### config.mk
export PLATFORM = sky130hd
export DESIGN_NAME = speed_pi_controller_moving_average_core
export DESIGN_NICKNAME = d
export VERILOG_FILES = /design/src/spcma_pkg.sv /design/src/spcma_div.sv /design/src/spcma_dp.sv /design/src/spcma_ctrl.sv /design/src/speed_pi_controller_moving_average_core.sv
export SDC_FILE = /design/constraint.sdc
export NUM_CORES = 2
export LEC_CHECK = 0
export ABC_AREA = 1
export BUFFER_PORTS_ARGS = -buffer_cell sky130_fd_sc_hd__buf_2
export CORE_MARGIN = 10
export CORE_UTILIZATION = 55
export CTS_BUF_LIST = sky130_fd_sc_hd__clkbuf_8 sky130_fd_sc_hd__clkbuf_16
export DETAILED_ROUTE_END_ITERATION = 6
export GPL_TIMING_DRIVEN = 0
export PLACE_DENSITY_LB_ADDON = 0.12
export RECOVER_POWER = 25
export SYNTH_ARGS = -nofsm -noshare
export SYNTH_HDL_FRONTEND = slang
export SYNTH_SLANG_ARGS = --single-unit
### constraint.sdc
create_clock -name aclk -period 15.8 [get_ports aclk]
set_input_delay 3.16 -clock aclk [delete_from_list [all_inputs] [get_ports aclk]]
set_output_delay 3.16 -clock aclk [all_outputs]
set_load 0.1 [all_outputs]
### src/spcma_pkg.sv
// ============================================================================
// spcma_pkg
// Shared widths, register indexes, reset values and controller types for the
// speed PI controller with moving-average speed estimate.
// ============================================================================
`default_nettype none

package spcma_pkg;

    localparam int EDGE_W = 10;
    localparam int CFG_W  = 16;
    localparam int LEN_W  = 7;
    localparam int IDX_W  = 8;
    localparam int SUM_W  = 22;
    localparam int DIV_W  = 24;
    localparam int MUL_W  = 17;
    localparam int PROD_W = 2 * MUL_W;
    localparam int DUTY_W = 16;
    localparam int ADDR_W = 3;

    localparam int MAX_AVG_LEN_DEF  = 64;
    localparam int WARMUP_TICKS_DEF = 100;

    localparam logic [ADDR_W-1:0] REG_VEL_SCALE    = 3'd0;
    localparam logic [ADDR_W-1:0] REG_REF_VELOCITY = 3'd1;
    localparam logic [ADDR_W-1:0] REG_KP_GAIN      = 3'd2;
    localparam logic [ADDR_W-1:0] REG_KI_GAIN      = 3'd3;
    localparam logic [ADDR_W-1:0] REG_DUTY_MAX     = 3'd4;
    localparam logic [ADDR_W-1:0] REG_AVG_LEN      = 3'd5;
    localparam logic [ADDR_W-1:0] REG_WARMUP_DUTY  = 3'd6;
    localparam logic [ADDR_W-1:0] REG_USE_INTEGRAL = 3'd7;

    localparam logic [CFG_W-1:0] RST_VEL_SCALE    = 16'd2323;
    localparam logic [CFG_W-1:0] RST_REF_VELOCITY = 16'd307;
    localparam logic [CFG_W-1:0] RST_KP_GAIN      = 16'd11796;
    localparam logic [CFG_W-1:0] RST_KI_GAIN      = 16'd655;
    localparam logic [CFG_W-1:0] RST_DUTY_MAX     = 16'd13107;
    localparam logic [LEN_W-1:0] RST_AVG_LEN      = 7'd10;
    localparam logic [CFG_W-1:0] RST_WARMUP_DUTY  = 16'd6554;
    localparam logic             RST_USE_INTEGRAL = 1'b0;

    typedef enum logic [3:0] {
        ST_IDLE,
        ST_MUL_SPEED,
        ST_SPEED,
        ST_SELECT,
        ST_MUL_AVG,
        ST_DIV_START,
        ST_DIV,
        ST_DIV_DONE,
        ST_MUL_KI,
        ST_INTEG,
        ST_MUL_KP,
        ST_DUTY
    } state_t;

    typedef enum logic [1:0] {
        MUL_SPEED,
        MUL_AVG,
        MUL_KI,
        MUL_KP
    } mul_sel_t;

    typedef enum logic [1:0] {
        BR_WARM,
        BR_END,
        BR_STEADY
    } branch_t;

    typedef struct packed {
        logic     load_in;
        logic     mul_en;
        mul_sel_t mul_sel;
        logic     speed_ld;
        logic     warm_upd;
        logic     div_start;
        logic     avg_ld;
        logic     integ_ld;
        logic     out_load;
    } cmd_t;

    typedef struct packed {
        branch_t branch;
        logic    count_zero;
        logic    div_busy;
        logic    out_free;
    } sts_t;

endpackage

`default_nettype wire

### src/spcma_div.sv
// ============================================================================
// spcma_div
// Restoring divider, one quotient bit per cycle, for the window average.
// ============================================================================
`default_nettype none

module spcma_div (
    input  wire logic                           aclk,
    input  wire logic                           aresetn,
    input  wire logic                           start,
    input  wire logic [spcma_pkg::DIV_W-1:0]    dividend,
    input  wire logic [spcma_pkg::LEN_W-1:0]    divisor,
    output logic                                busy,
    output logic [spcma_pkg::DIV_W-1:0]         quotient
);

    localparam int DW    = spcma_pkg::DIV_W;
    localparam int LW    = spcma_pkg::LEN_W;
    localparam int CNT_W = $clog2(DW);

    logic              busy_reg;
    logic [CNT_W-1:0]  cnt_reg;
    logic [LW-1:0]     rem_reg;
    logic [LW-1:0]     rem_next;
    logic [DW-1:0]     quo_reg;
    logic [DW-1:0]     quo_next;
    logic [LW:0]       trial;
    logic [LW:0]       diff;
    logic              ge;

    always_comb begin
        trial    = {rem_reg, quo_reg[DW-1]};
        ge       = trial >= {1'b0, divisor};
        diff     = trial - {1'b0, divisor};
        rem_next = ge ? diff[LW-1:0] : trial[LW-1:0];
        quo_next = {quo_reg[DW-2:0], ge};
    end

    always_ff @(posedge aclk) begin
        if (!aresetn) begin
            busy_reg <= 1'b0;
            cnt_reg  <= '0;
        end else if (start) begin
            busy_reg <= 1'b1;
            cnt_reg  <= '0;
        end else if (busy_reg) begin
            cnt_reg <= cnt_reg + 1'b1;
            if (cnt_reg == CNT_W'(DW - 1)) begin
                busy_reg <= 1'b0;
            end
        end
    end

    always_ff @(posedge aclk) begin
        if (start) begin
            quo_reg <= dividend;
            rem_reg <= '0;
        end else if (busy_reg) begin
            quo_reg <= quo_next;
            rem_reg <= rem_next;
        end
    end

    assign busy     = busy_reg;
    assign quotient = quo_reg;

endmodule

`default_nettype wire

### src/spcma_dp.sv
// ============================================================================
// spcma_dp
// Datapath: configuration registers, shared multiplier, averaging state,
// integral and duty clamps, and the result register.
// ============================================================================
`default_nettype none

module spcma_dp #(
    parameter int MAX_AVG_LEN  = spcma_pkg::MAX_AVG_LEN_DEF,
    parameter int WARMUP_TICKS = spcma_pkg::WARMUP_TICKS_DEF
) (
    input  wire logic                            aclk,
    input  wire logic                            aresetn,
    input  wire logic                            cfg_wen,
    input  wire logic [spcma_pkg::ADDR_W-1:0]    cfg_addr,
    input  wire logic [spcma_pkg::CFG_W-1:0]     cfg_wdata,
    input  wire logic [spcma_pkg::EDGE_W-1:0]    in_edge_count,
    input  wire spcma_pkg::cmd_t                 cmd,
    output spcma_pkg::sts_t                      sts,
    output logic [spcma_pkg::DUTY_W-1:0]         out_duty,
    output logic [spcma_pkg::CFG_W-1:0]          out_avg_speed,
    output logic                                 out_in_warmup,
    output logic                                 out_valid,
    input  wire logic                            out_ready
);

    localparam int EW    = spcma_pkg::EDGE_W;
    localparam int CW    = spcma_pkg::CFG_W;
    localparam int LW    = spcma_pkg::LEN_W;
    localparam int IW    = spcma_pkg::IDX_W;
    localparam int SW    = spcma_pkg::SUM_W;
    localparam int DW    = spcma_pkg::DIV_W;
    localparam int MW    = spcma_pkg::MUL_W;
    localparam int PW    = spcma_pkg::PROD_W;
    localparam int UW    = spcma_pkg::DUTY_W;
    localparam int SPW   = EW + CW - 4;
    localparam int TW    = PW - 8;
    localparam int AW    = TW + 1;
    localparam int WI_W  = $clog2(WARMUP_TICKS + 1);
    localparam logic [LW-1:0]   MAX_LEN_CLIP = LW'(MAX_AVG_LEN);
    localparam logic [WI_W-1:0] WARM_END     = WI_W'(WARMUP_TICKS);

    logic [CW-1:0] vel_scale_reg;
    logic [CW-1:0] ref_velocity_reg;
    logic [CW-1:0] kp_gain_reg;
    logic [CW-1:0] ki_gain_reg;
    logic [CW-1:0] duty_max_reg;
    logic [LW-1:0] avg_len_reg;
    logic [CW-1:0] warmup_duty_reg;
    logic          use_integral_reg;

    logic [EW-1:0]          count_reg;
    logic signed [PW-1:0]   prod_reg;
    logic [CW-1:0]          speed_reg;
    logic [SW-1:0]          sum_reg;
    logic [CW-1:0]          avg_reg;
    logic [UW-1:0]          integ_reg;
    logic [IW-1:0]          sample_idx_reg;
    logic [WI_W-1:0]        warm_idx_reg;
    logic [UW-1:0]          duty_out_reg;
    logic [CW-1:0]          avg_out_reg;
    logic                   warm_out_reg;
    logic                   out_valid_reg;

    logic [LW-1:0]          len;
    logic [LW-1:0]          len_m1;
    logic [IW-1:0]          len_ext;
    logic [IW-1:0]          len_p1;
    spcma_pkg::branch_t     branch;
    logic signed [MW-1:0]   mul_a;
    logic signed [MW-1:0]   mul_b;
    logic signed [PW-1:0]   mul_p;
    logic signed [MW-1:0]   err;
    logic [SPW-1:0]         speed_wide;
    logic [CW-1:0]          speed_sat;
    logic [SW:0]            sum_add;
    logic [SW-1:0]          sum_sat;
    logic [DW-1:0]          dividend;
    logic [DW-1:0]          quot;
    logic                   div_busy;
    logic [CW-1:0]          quot_sat;
    logic signed [TW-1:0]   term;
    logic signed [AW-1:0]   term_ext;
    logic signed [AW-1:0]   integ_ext;
    logic signed [AW-1:0]   dmax_ext;
    logic signed [AW-1:0]   integ_acc;
    logic signed [AW-1:0]   duty_acc;
    logic [UW-1:0]          integ_clamp;
    logic [UW-1:0]          duty_clamp;
    logic                   in_warm;

    // configuration
    always_ff @(posedge aclk) begin
        if (!aresetn) begin
            vel_scale_reg    <= spcma_pkg::RST_VEL_SCALE;
            ref_velocity_reg <= spcma_pkg::RST_REF_VELOCITY;
            kp_gain_reg      <= spcma_pkg::RST_KP_GAIN;
            ki_gain_reg      <= spcma_pkg::RST_KI_GAIN;
            duty_max_reg     <= spcma_pkg::RST_DUTY_MAX;
            avg_len_reg      <= spcma_pkg::RST_AVG_LEN;
            warmup_duty_reg  <= spcma_pkg::RST_WARMUP_DUTY;
            use_integral_reg <= spcma_pkg::RST_USE_INTEGRAL;
        end else if (cfg_wen) begin
            case (cfg_addr)
                spcma_pkg::REG_VEL_SCALE:    vel_scale_reg    <= cfg_wdata;
                spcma_pkg::REG_REF_VELOCITY: ref_velocity_reg <= cfg_wdata;
                spcma_pkg::REG_KP_GAIN:      kp_gain_reg      <= cfg_wdata;
                spcma_pkg::REG_KI_GAIN:      ki_gain_reg      <= cfg_wdata;
                spcma_pkg::REG_DUTY_MAX:     duty_max_reg     <= cfg_wdata;
                spcma_pkg::REG_AVG_LEN:      avg_len_reg      <= cfg_wdata[LW-1:0];
                spcma_pkg::REG_WARMUP_DUTY:  warmup_duty_reg  <= cfg_wdata;
                spcma_pkg::REG_USE_INTEGRAL: use_integral_reg <= cfg_wdata[0];
                default: begin
                end
            endcase
        end
    end

    // window length and phase
    always_comb begin
        if (avg_len_reg == '0) begin
            len = LW'(1);
        end else if (int'(avg_len_reg) > MAX_AVG_LEN) begin
            len = MAX_LEN_CLIP;
        end else begin
            len = avg_len_reg;
        end
        len_m1  = len - 1'b1;
        len_ext = IW'(len);
        len_p1  = len_ext + 1'b1;
        if (sample_idx_reg < len_ext) begin
            branch = spcma_pkg::BR_WARM;
        end else if (sample_idx_reg == len_ext) begin
            branch = spcma_pkg::BR_END;
        end else begin
            branch = spcma_pkg::BR_STEADY;
        end
    end

    // shared multiplier operands
    always_comb begin
        err = $signed({1'b0, ref_velocity_reg}) - $signed({1'b0, avg_reg});
        case (cmd.mul_sel)
            spcma_pkg::MUL_SPEED: begin
                mul_a = $signed({1'b0, vel_scale_reg});
                mul_b = $signed({{(MW-EW){1'b0}}, count_reg});
            end
            spcma_pkg::MUL_AVG: begin
                mul_a = $signed({1'b0, avg_reg});
                mul_b = $signed({{(MW-LW){1'b0}}, len_m1});
            end
            spcma_pkg::MUL_KI: begin
                mul_a = $signed({1'b0, ki_gain_reg});
                mul_b = err;
            end
            default: begin
                mul_a = $signed({1'b0, kp_gain_reg});
                mul_b = err;
            end
        endcase
        mul_p = mul_a * mul_b;
    end

    // speed, sum and dividend
    always_comb begin
        speed_wide = prod_reg[SPW+3:4];
        speed_sat  = (|speed_wide[SPW-1:CW]) ? '1 : speed_wide[CW-1:0];
        sum_add    = {1'b0, sum_reg} + (SW+1)'(speed_reg);
        sum_sat    = sum_add[SW] ? '1 : sum_add[SW-1:0];
        if (branch == spcma_pkg::BR_END) begin
            dividend = DW'(sum_add);
        end else begin
            dividend = DW'(prod_reg[DW-2:0]) + DW'(speed_reg);
        end
        quot_sat = (|quot[DW-1:CW]) ? '1 : quot[CW-1:0];
    end

    // integral and duty clamps
    always_comb begin
        term      = prod_reg[PW-1:8];
        term_ext  = {term[TW-1], term};
        integ_ext = $signed({{(AW-UW){1'b0}}, integ_reg});
        dmax_ext  = $signed({{(AW-UW){1'b0}}, duty_max_reg});
        integ_acc = integ_ext + term_ext;
        duty_acc  = term_ext + (use_integral_reg ? integ_ext : '0);
        if (integ_acc[AW-1]) begin
            integ_clamp = '0;
        end else if (integ_acc > dmax_ext) begin
            integ_clamp = duty_max_reg;
        end else begin
            integ_clamp = integ_acc[UW-1:0];
        end
        if (duty_acc[AW-1]) begin
            duty_clamp = '0;
        end else if (duty_acc > dmax_ext) begin
            duty_clamp = duty_max_reg;
        end else begin
            duty_clamp = duty_acc[UW-1:0];
        end
        in_warm = warm_idx_reg < WARM_END;
    end

    spcma_div u_div (
        .aclk     (aclk),
        .aresetn  (aresetn),
        .start    (cmd.div_start),
        .dividend (dividend),
        .divisor  (len),
        .busy     (div_busy),
        .quotient (quot)
    );

    // controller state kept across words
    always_ff @(posedge aclk) begin
        if (!aresetn) begin
            sum_reg        <= '0;
            avg_reg        <= '0;
            integ_reg      <= '0;
            sample_idx_reg <= IW'(1);
            warm_idx_reg   <= WI_W'(1);
            out_valid_reg  <= 1'b0;
        end else begin
            if (cmd.warm_upd) begin
                sum_reg        <= sum_sat;
                avg_reg        <= speed_reg;
                sample_idx_reg <= sample_idx_reg + 1'b1;
            end
            if (cmd.div_start) begin
                if (branch == spcma_pkg::BR_END) begin
                    sample_idx_reg <= sample_idx_reg + 1'b1;
                end else if (sample_idx_reg > len_p1) begin
                    sample_idx_reg <= len_p1;
                end
            end
            if (cmd.avg_ld) begin
                avg_reg <= quot_sat;
            end
            if (cmd.integ_ld) begin
                integ_reg <= integ_clamp;
            end
            if (cmd.out_load) begin
                out_valid_reg <= 1'b1;
                if (in_warm) begin
                    warm_idx_reg <= warm_idx_reg + 1'b1;
                end
            end else if (out_ready) begin
                out_valid_reg <= 1'b0;
            end
        end
    end

    always_ff @(posedge aclk) begin
        if (cmd.load_in) begin
            count_reg <= in_edge_count;
        end
        if (cmd.mul_en) begin
            prod_reg <= mul_p;
        end
        if (cmd.speed_ld) begin
            speed_reg <= speed_sat;
        end
        if (cmd.out_load) begin
            duty_out_reg <= in_warm ? warmup_duty_reg : duty_clamp;
            avg_out_reg  <= avg_reg;
            warm_out_reg <= in_warm;
        end
    end

    always_comb begin
        sts.branch     = branch;
        sts.count_zero = in_edge_count == '0;
        sts.div_busy   = div_busy;
        sts.out_free   = !out_valid_reg || out_ready;
    end

    assign out_duty      = duty_out_reg;
    assign out_avg_speed = avg_out_reg;
    assign out_in_warmup = warm_out_reg;
    assign out_valid     = out_valid_reg;

endmodule

`default_nettype wire

### src/spcma_ctrl.sv
// ============================================================================
// spcma_ctrl
// Sequencer: steps one word through speed, average, integral and duty.
// ============================================================================
`default_nettype none

module spcma_ctrl (
    input  wire logic               aclk,
    input  wire logic               aresetn,
    input  wire logic               in_valid,
    output logic                    in_ready,
    input  wire spcma_pkg::sts_t    sts,
    output spcma_pkg::cmd_t         cmd
);

    spcma_pkg::state_t state_reg;
    spcma_pkg::state_t state_next;

    always_ff @(posedge aclk) begin
        if (!aresetn) begin
            state_reg <= spcma_pkg::ST_IDLE;
        end else begin
            state_reg <= state_next;
        end
    end

    always_comb begin
        state_next = state_reg;
        case (state_reg)
            spcma_pkg::ST_IDLE: begin
                if (in_valid && !sts.count_zero) begin
                    state_next = spcma_pkg::ST_MUL_SPEED;
                end
            end
            spcma_pkg::ST_MUL_SPEED: state_next = spcma_pkg::ST_SPEED;
            spcma_pkg::ST_SPEED:     state_next = spcma_pkg::ST_SELECT;
            spcma_pkg::ST_SELECT: begin
                case (sts.branch)
                    spcma_pkg::BR_WARM: state_next = spcma_pkg::ST_MUL_KI;
                    spcma_pkg::BR_END:  state_next = spcma_pkg::ST_DIV;
                    default:            state_next = spcma_pkg::ST_DIV_START;
                endcase
            end
            spcma_pkg::ST_DIV_START: state_next = spcma_pkg::ST_DIV;
            spcma_pkg::ST_DIV: begin
                if (!sts.div_busy) begin
                    state_next = spcma_pkg::ST_DIV_DONE;
                end
            end
            spcma_pkg::ST_DIV_DONE: state_next = spcma_pkg::ST_MUL_KI;
            spcma_pkg::ST_MUL_KI:   state_next = spcma_pkg::ST_INTEG;
            spcma_pkg::ST_INTEG:    state_next = spcma_pkg::ST_MUL_KP;
            spcma_pkg::ST_MUL_KP:   state_next = spcma_pkg::ST_DUTY;
            spcma_pkg::ST_DUTY: begin
                if (sts.out_free) begin
                    state_next = spcma_pkg::ST_IDLE;
                end
            end
            default: state_next = spcma_pkg::ST_IDLE;
        endcase
    end

    always_comb begin
        cmd      = '0;
        in_ready = 1'b0;
        case (state_reg)
            spcma_pkg::ST_IDLE: begin
                in_ready    = 1'b1;
                cmd.load_in = in_valid;
            end
            spcma_pkg::ST_MUL_SPEED: begin
                cmd.mul_en  = 1'b1;
                cmd.mul_sel = spcma_pkg::MUL_SPEED;
            end
            spcma_pkg::ST_SPEED: begin
                cmd.speed_ld = 1'b1;
            end
            spcma_pkg::ST_SELECT: begin
                case (sts.branch)
                    spcma_pkg::BR_WARM: cmd.warm_upd  = 1'b1;
                    spcma_pkg::BR_END:  cmd.div_start = 1'b1;
                    default: begin
                        cmd.mul_en  = 1'b1;
                        cmd.mul_sel = spcma_pkg::MUL_AVG;
                    end
                endcase
            end
            spcma_pkg::ST_DIV_START: begin
                cmd.div_start = 1'b1;
            end
            spcma_pkg::ST_DIV_DONE: begin
                cmd.avg_ld = 1'b1;
            end
            spcma_pkg::ST_MUL_KI: begin
                cmd.mul_en  = 1'b1;
                cmd.mul_sel = spcma_pkg::MUL_KI;
            end
            spcma_pkg::ST_INTEG: begin
                cmd.integ_ld = 1'b1;
            end
            spcma_pkg::ST_MUL_KP: begin
                cmd.mul_en  = 1'b1;
                cmd.mul_sel = spcma_pkg::MUL_KP;
            end
            spcma_pkg::ST_DUTY: begin
                cmd.out_load = sts.out_free;
            end
            default: begin
            end
        endcase
    end

endmodule

`default_nettype wire

### src/speed_pi_controller_moving_average_core.sv
// ============================================================================
// speed_pi_controller_moving_average_core
// A word steps through speed, select, Ki, integral, Kp and duty in warm-up of
// the average; at the window end and once the average is exponential, a
// 24-bit restoring divide follows select. One word is worked on at a time; a
// zero count is taken with no result. The result register lets the next word in.
// Reset: synchronous active-low aresetn restores register defaults and state.
// ============================================================================
`default_nettype none

module speed_pi_controller_moving_average_core #(
    parameter int MAX_AVG_LEN  = spcma_pkg::MAX_AVG_LEN_DEF,
    parameter int WARMUP_TICKS = spcma_pkg::WARMUP_TICKS_DEF
) (
    input  wire logic                            aclk,
    input  wire logic                            aresetn,
    input  wire logic                            s_tvalid,
    output logic                                 s_tready,
    input  wire logic [15:0]                     s_tdata,   // edge_count[9:0]
    output logic                                 m_tvalid,
    input  wire logic                            m_tready,
    output logic [31:0]                          m_tdata,   // avg_speed[31:16], duty[15:0]
    output logic                                 m_tuser,   // in_warmup
    input  wire logic                            cfg_wen,
    input  wire logic [spcma_pkg::ADDR_W-1:0]    cfg_addr,
    input  wire logic [spcma_pkg::CFG_W-1:0]     cfg_wdata
);

    spcma_pkg::cmd_t               cmd;
    spcma_pkg::sts_t               sts;
    logic [spcma_pkg::DUTY_W-1:0]  duty;
    logic [spcma_pkg::CFG_W-1:0]   avg_speed;

    spcma_ctrl u_ctrl (
        .aclk     (aclk),
        .aresetn  (aresetn),
        .in_valid (s_tvalid),
        .in_ready (s_tready),
        .sts      (sts),
        .cmd      (cmd)
    );

    spcma_dp #(
        .MAX_AVG_LEN  (MAX_AVG_LEN),
        .WARMUP_TICKS (WARMUP_TICKS)
    ) u_dp (
        .aclk          (aclk),
        .aresetn       (aresetn),
        .cfg_wen       (cfg_wen),
        .cfg_addr      (cfg_addr),
        .cfg_wdata     (cfg_wdata),
        .in_edge_count (s_tdata[spcma_pkg::EDGE_W-1:0]),
        .cmd           (cmd),
        .sts           (sts),
        .out_duty      (duty),
        .out_avg_speed (avg_speed),
        .out_in_warmup (m_tuser),
        .out_valid     (m_tvalid),
        .out_ready     (m_tready)
    );

    assign m_tdata = {avg_speed, duty};

`ifndef ASSERT_OFF
    a_load_free: assert property (@(posedge aclk) disable iff (!aresetn)
        cmd.out_load |-> (!m_tvalid || m_tready))
        else $error("result loaded over a pending word");

    a_div_idle: assert property (@(posedge aclk) disable iff (!aresetn)
        cmd.div_start |-> !sts.div_busy)
        else $error("divider restarted while busy");

    a_ready_quiet: assert property (@(posedge aclk) disable iff (!aresetn)
        s_tready |-> !sts.div_busy)
        else $error("input ready while divider busy");

    a_busy_after: assert property (@(posedge aclk) disable iff (!aresetn)
        (s_tvalid && s_tready && !sts.count_zero) |=> !s_tready)
        else $error("ready held after accepting a live word");
`endif

endmodule

`default_nettype wire
==> impl_metrics.py <==
metrics = {
    "run_status": {
        "status": "complete, but fails checks",
        "violations": "max-capacitance violations, max-slew violations",
    },
    "place": {
        "routabilityCongestion": 0.964,
        "postPlaceCellArea_mm2": 0.0303,
        "hpwl_um": 75800,
        "place_ws_ns": 5.80,
        "io_buffer_count": 66,
    },
    "critical_path": {
        "cp_slowest_cell": "fa_1",
        "crit_path_end_kind": "flop",
        "cp_num_buf_inv": 10,
        "critPathTopFamily": "adder cells",
        "critPathRequiredTime_ns": 16.09,
        "criticalPathCategory": "flop to flop",
        "max_stage_delay_ns": 0.55,
        "start_kind": "flop",
        "crit_fanout": 10,
        "crit_top_cell": "inv_1",
        "crit_arrival_ns": 10.62,
    },
    "global_route": {
        "grt_use_met1": 0.396,
        "grt_pass1_vias": 25800,
        "antenna_found_initial": 8,
        "grtUsageTotal": 0.291,
        "grt_pass1_wl_um": 144000,
        "use_met3": 0.0389,
        "grt.overflow.total": 0,
        "grt_use_met2": 0.464,
        "busiest_layer": "met2",
        "grt_max_degree": 29,
    },
    "synth": {
        "synth_common_cells": "nand2_1, inv_1, nor2_1",
        "yosysWarnings": 0,
        "async_reset_ff_frac": 0,
        "ys.flop_type": "dfxtp_1",
        "ys_types": 60,
        "synth-edff-count": 117,
        "syn_inst": 3899,
        "synth_seq_area_share": 0.253,
        "synth-seq-cells": 308,
        "synthTopCellsByArea": "fa_1, dfxtp_1, edfxtp_1",
        "yosysTopAreaCell": "fa_1",
        "syn-num-nets": 4419,
        "synth_area_mm2": 0.0290,
        "yosys.area.top_type_share": 0.148,
        "avgSynthCellArea_um2": 7.45,
        "yosysMostFrequentCell": "nand2_1",
    },
    "clocking": {
        "cts_repair_resize_count": 0,
        "clkTransAtPathRegs_ns": 0.06,
        "post_cts_buffers": 0,
        "cts_sinks": 308,
        "clockBufferDepth": 3,
        "cts_buffers": 37,
        "insertion_delay_ns": 0.57,
        "hold_buffers": 0,
        "root_buffer": "clkbuf_16",
        "htreeDepth": 2,
        "cts_tree": "yes",
    },
    "die": {
        "rows": 84,
        "die-area_mm2": 0.0624,
        "die_y_um": 250,
        "start_util": 0.554,
        "die_w_um": 250,
        "core_mm2": 0.0524,
        "io_pins": 75,
    },
    "final_layout": {
        "final_area_mm2": 0.0316,
        "layout.nets": 4529,
        "syn2layout_area_growth_pct": 8.69,
        "largest_reg_flops": 34,
        "drive_gt1_frac": 0.0570,
    },
    "routing": {
        "drtPass1Iterations": 6,
        "ant_nets": 0,
        "vias": 26400,
        "remaining_drc_errors": 0,
        "drtIter0Drc": 2138,
        "avgRoutedWirePerCell_um": 19.4,
        "wl_um": 91900,
        "viasPerCell": 5.58,
    },
    "timing": {
        "finalHoldViolCount": 0,
        "setup_tns_ns": 0,
        "period_needed_ns": 10.32,
        "setup_ws_ns": 5.48,
        "setup_viol": 0,
        "max-slew-margin-rel": -0.279,
        "finClkSkew_ns": 0.0376,
        "worst_pin_slew_ns": 1.92,
        "fmax_mhz": 96.9,
        "min_period_over_period": 0.653,
        "drv_slew": 46,
        "rsz0062_at_grt": "false",
    },
    "hold_path": {
        "hp-class": "flop to flop",
    },
    "power": {
        "power_density_mw_per_mm2": 116,
        "ir_drop_uv": 97.0,
        "p_leak_nw": 15.8,
    },
    "flow_run": {
        "max_cap_viol_count": 2,
    },
}
==> worst min-delay path: stages (launching register included) <==
cell     delay [ns]
dfxtp_1        0.32
nand2_1        0.05
nand3_1        0.05
==> placed cells by master (no fill, tap or decap), types with 33 or more instances in the layout <==
cell type,instances
a21oi_1,260
buf_2,86
clkbuf_1,68
clkbuf_16,39
dfxtp_1,191
edfxtp_1,117
fa_1,215
ha_1,265
inv_1,681
nand2_1,809
nand3_1,178
nand4_1,61
nor2_1,444
o211ai_1,35
o21ai_0,225
xnor2_1,33
xor2_1,74
==> metal layers <==
metal  wire length, µm  vias up  share of wire
li1                  -    12700              -
met2             41200      981           0.45
met1             39700    12500           0.43
met3              7280      191          0.079
met5                81        -        0.00088
met4              3630       14          0.040
==> final timing paths <==
kind | slack (ns) | from | cells past startpoint | end
max reg2reg | 5.48 | u_dp.avg_len_reg[0] | 38 | u_dp.prod_reg[26]
max | 5.48 | u_dp.avg_len_reg[0] | 38 | u_dp.prod_reg[26]
min | 0.46 | u_dp.kp_gain_reg[11] | 2 | u_dp.kp_gain_reg[11]
min reg2reg | 0.46 | u_dp.kp_gain_reg[11] | 2 | u_dp.kp_gain_reg[11]
==> metrics by stage <==
stage,hold slack [ns],std cells,total power [mW],util
after floorplan,0.421,3899,2.19,-
after global placement,0.431,4653,2.72,0.576
after detailed placement,0.438,4658,2.74,0.578
after CTS,0.454,4726,3.65,0.602
after global routing,0.481,4727,3.93,0.602
final,0.457,4727,3.66,0.602
==> power by group <==
part	switching, mW	internal, mW	total [mW]
combinational	1.14	0.593	1.74
clock	0.369	0.542	0.911
sequential	0.0925	0.924	1.02
total	1.61	2.06	3.66
==> cell families (layout without fill, tap and decap cells) <==
group                    after synthesis  after routing  synth area share
buffers and inverters                793            932             0.105
AO/OA/AOI/OAI                        620            620             0.118
multiplexers                           3              3           0.00103
flip-flops                           308            308             0.253
other                                  1              2          0.000129
XOR/XNOR                             107            107            0.0323
AND/OR/NAND/NOR                     1587           1587             0.228
adder cells (fa/ha/maj)              480            480             0.262
==> cell type report <==
cell class	instances	area, µm²
fillers	4981	20900
multi-input cells	2798	18700
flip-flops and latches	308	7340
inverters	695	2610
clock buffers	40	990
well taps	688	861
plain buffers	98	438
repair buffers	71	354
clock inverters	28	309
diodes	1	2.50
Note: power is estimated with default switching activity, not from simulation.
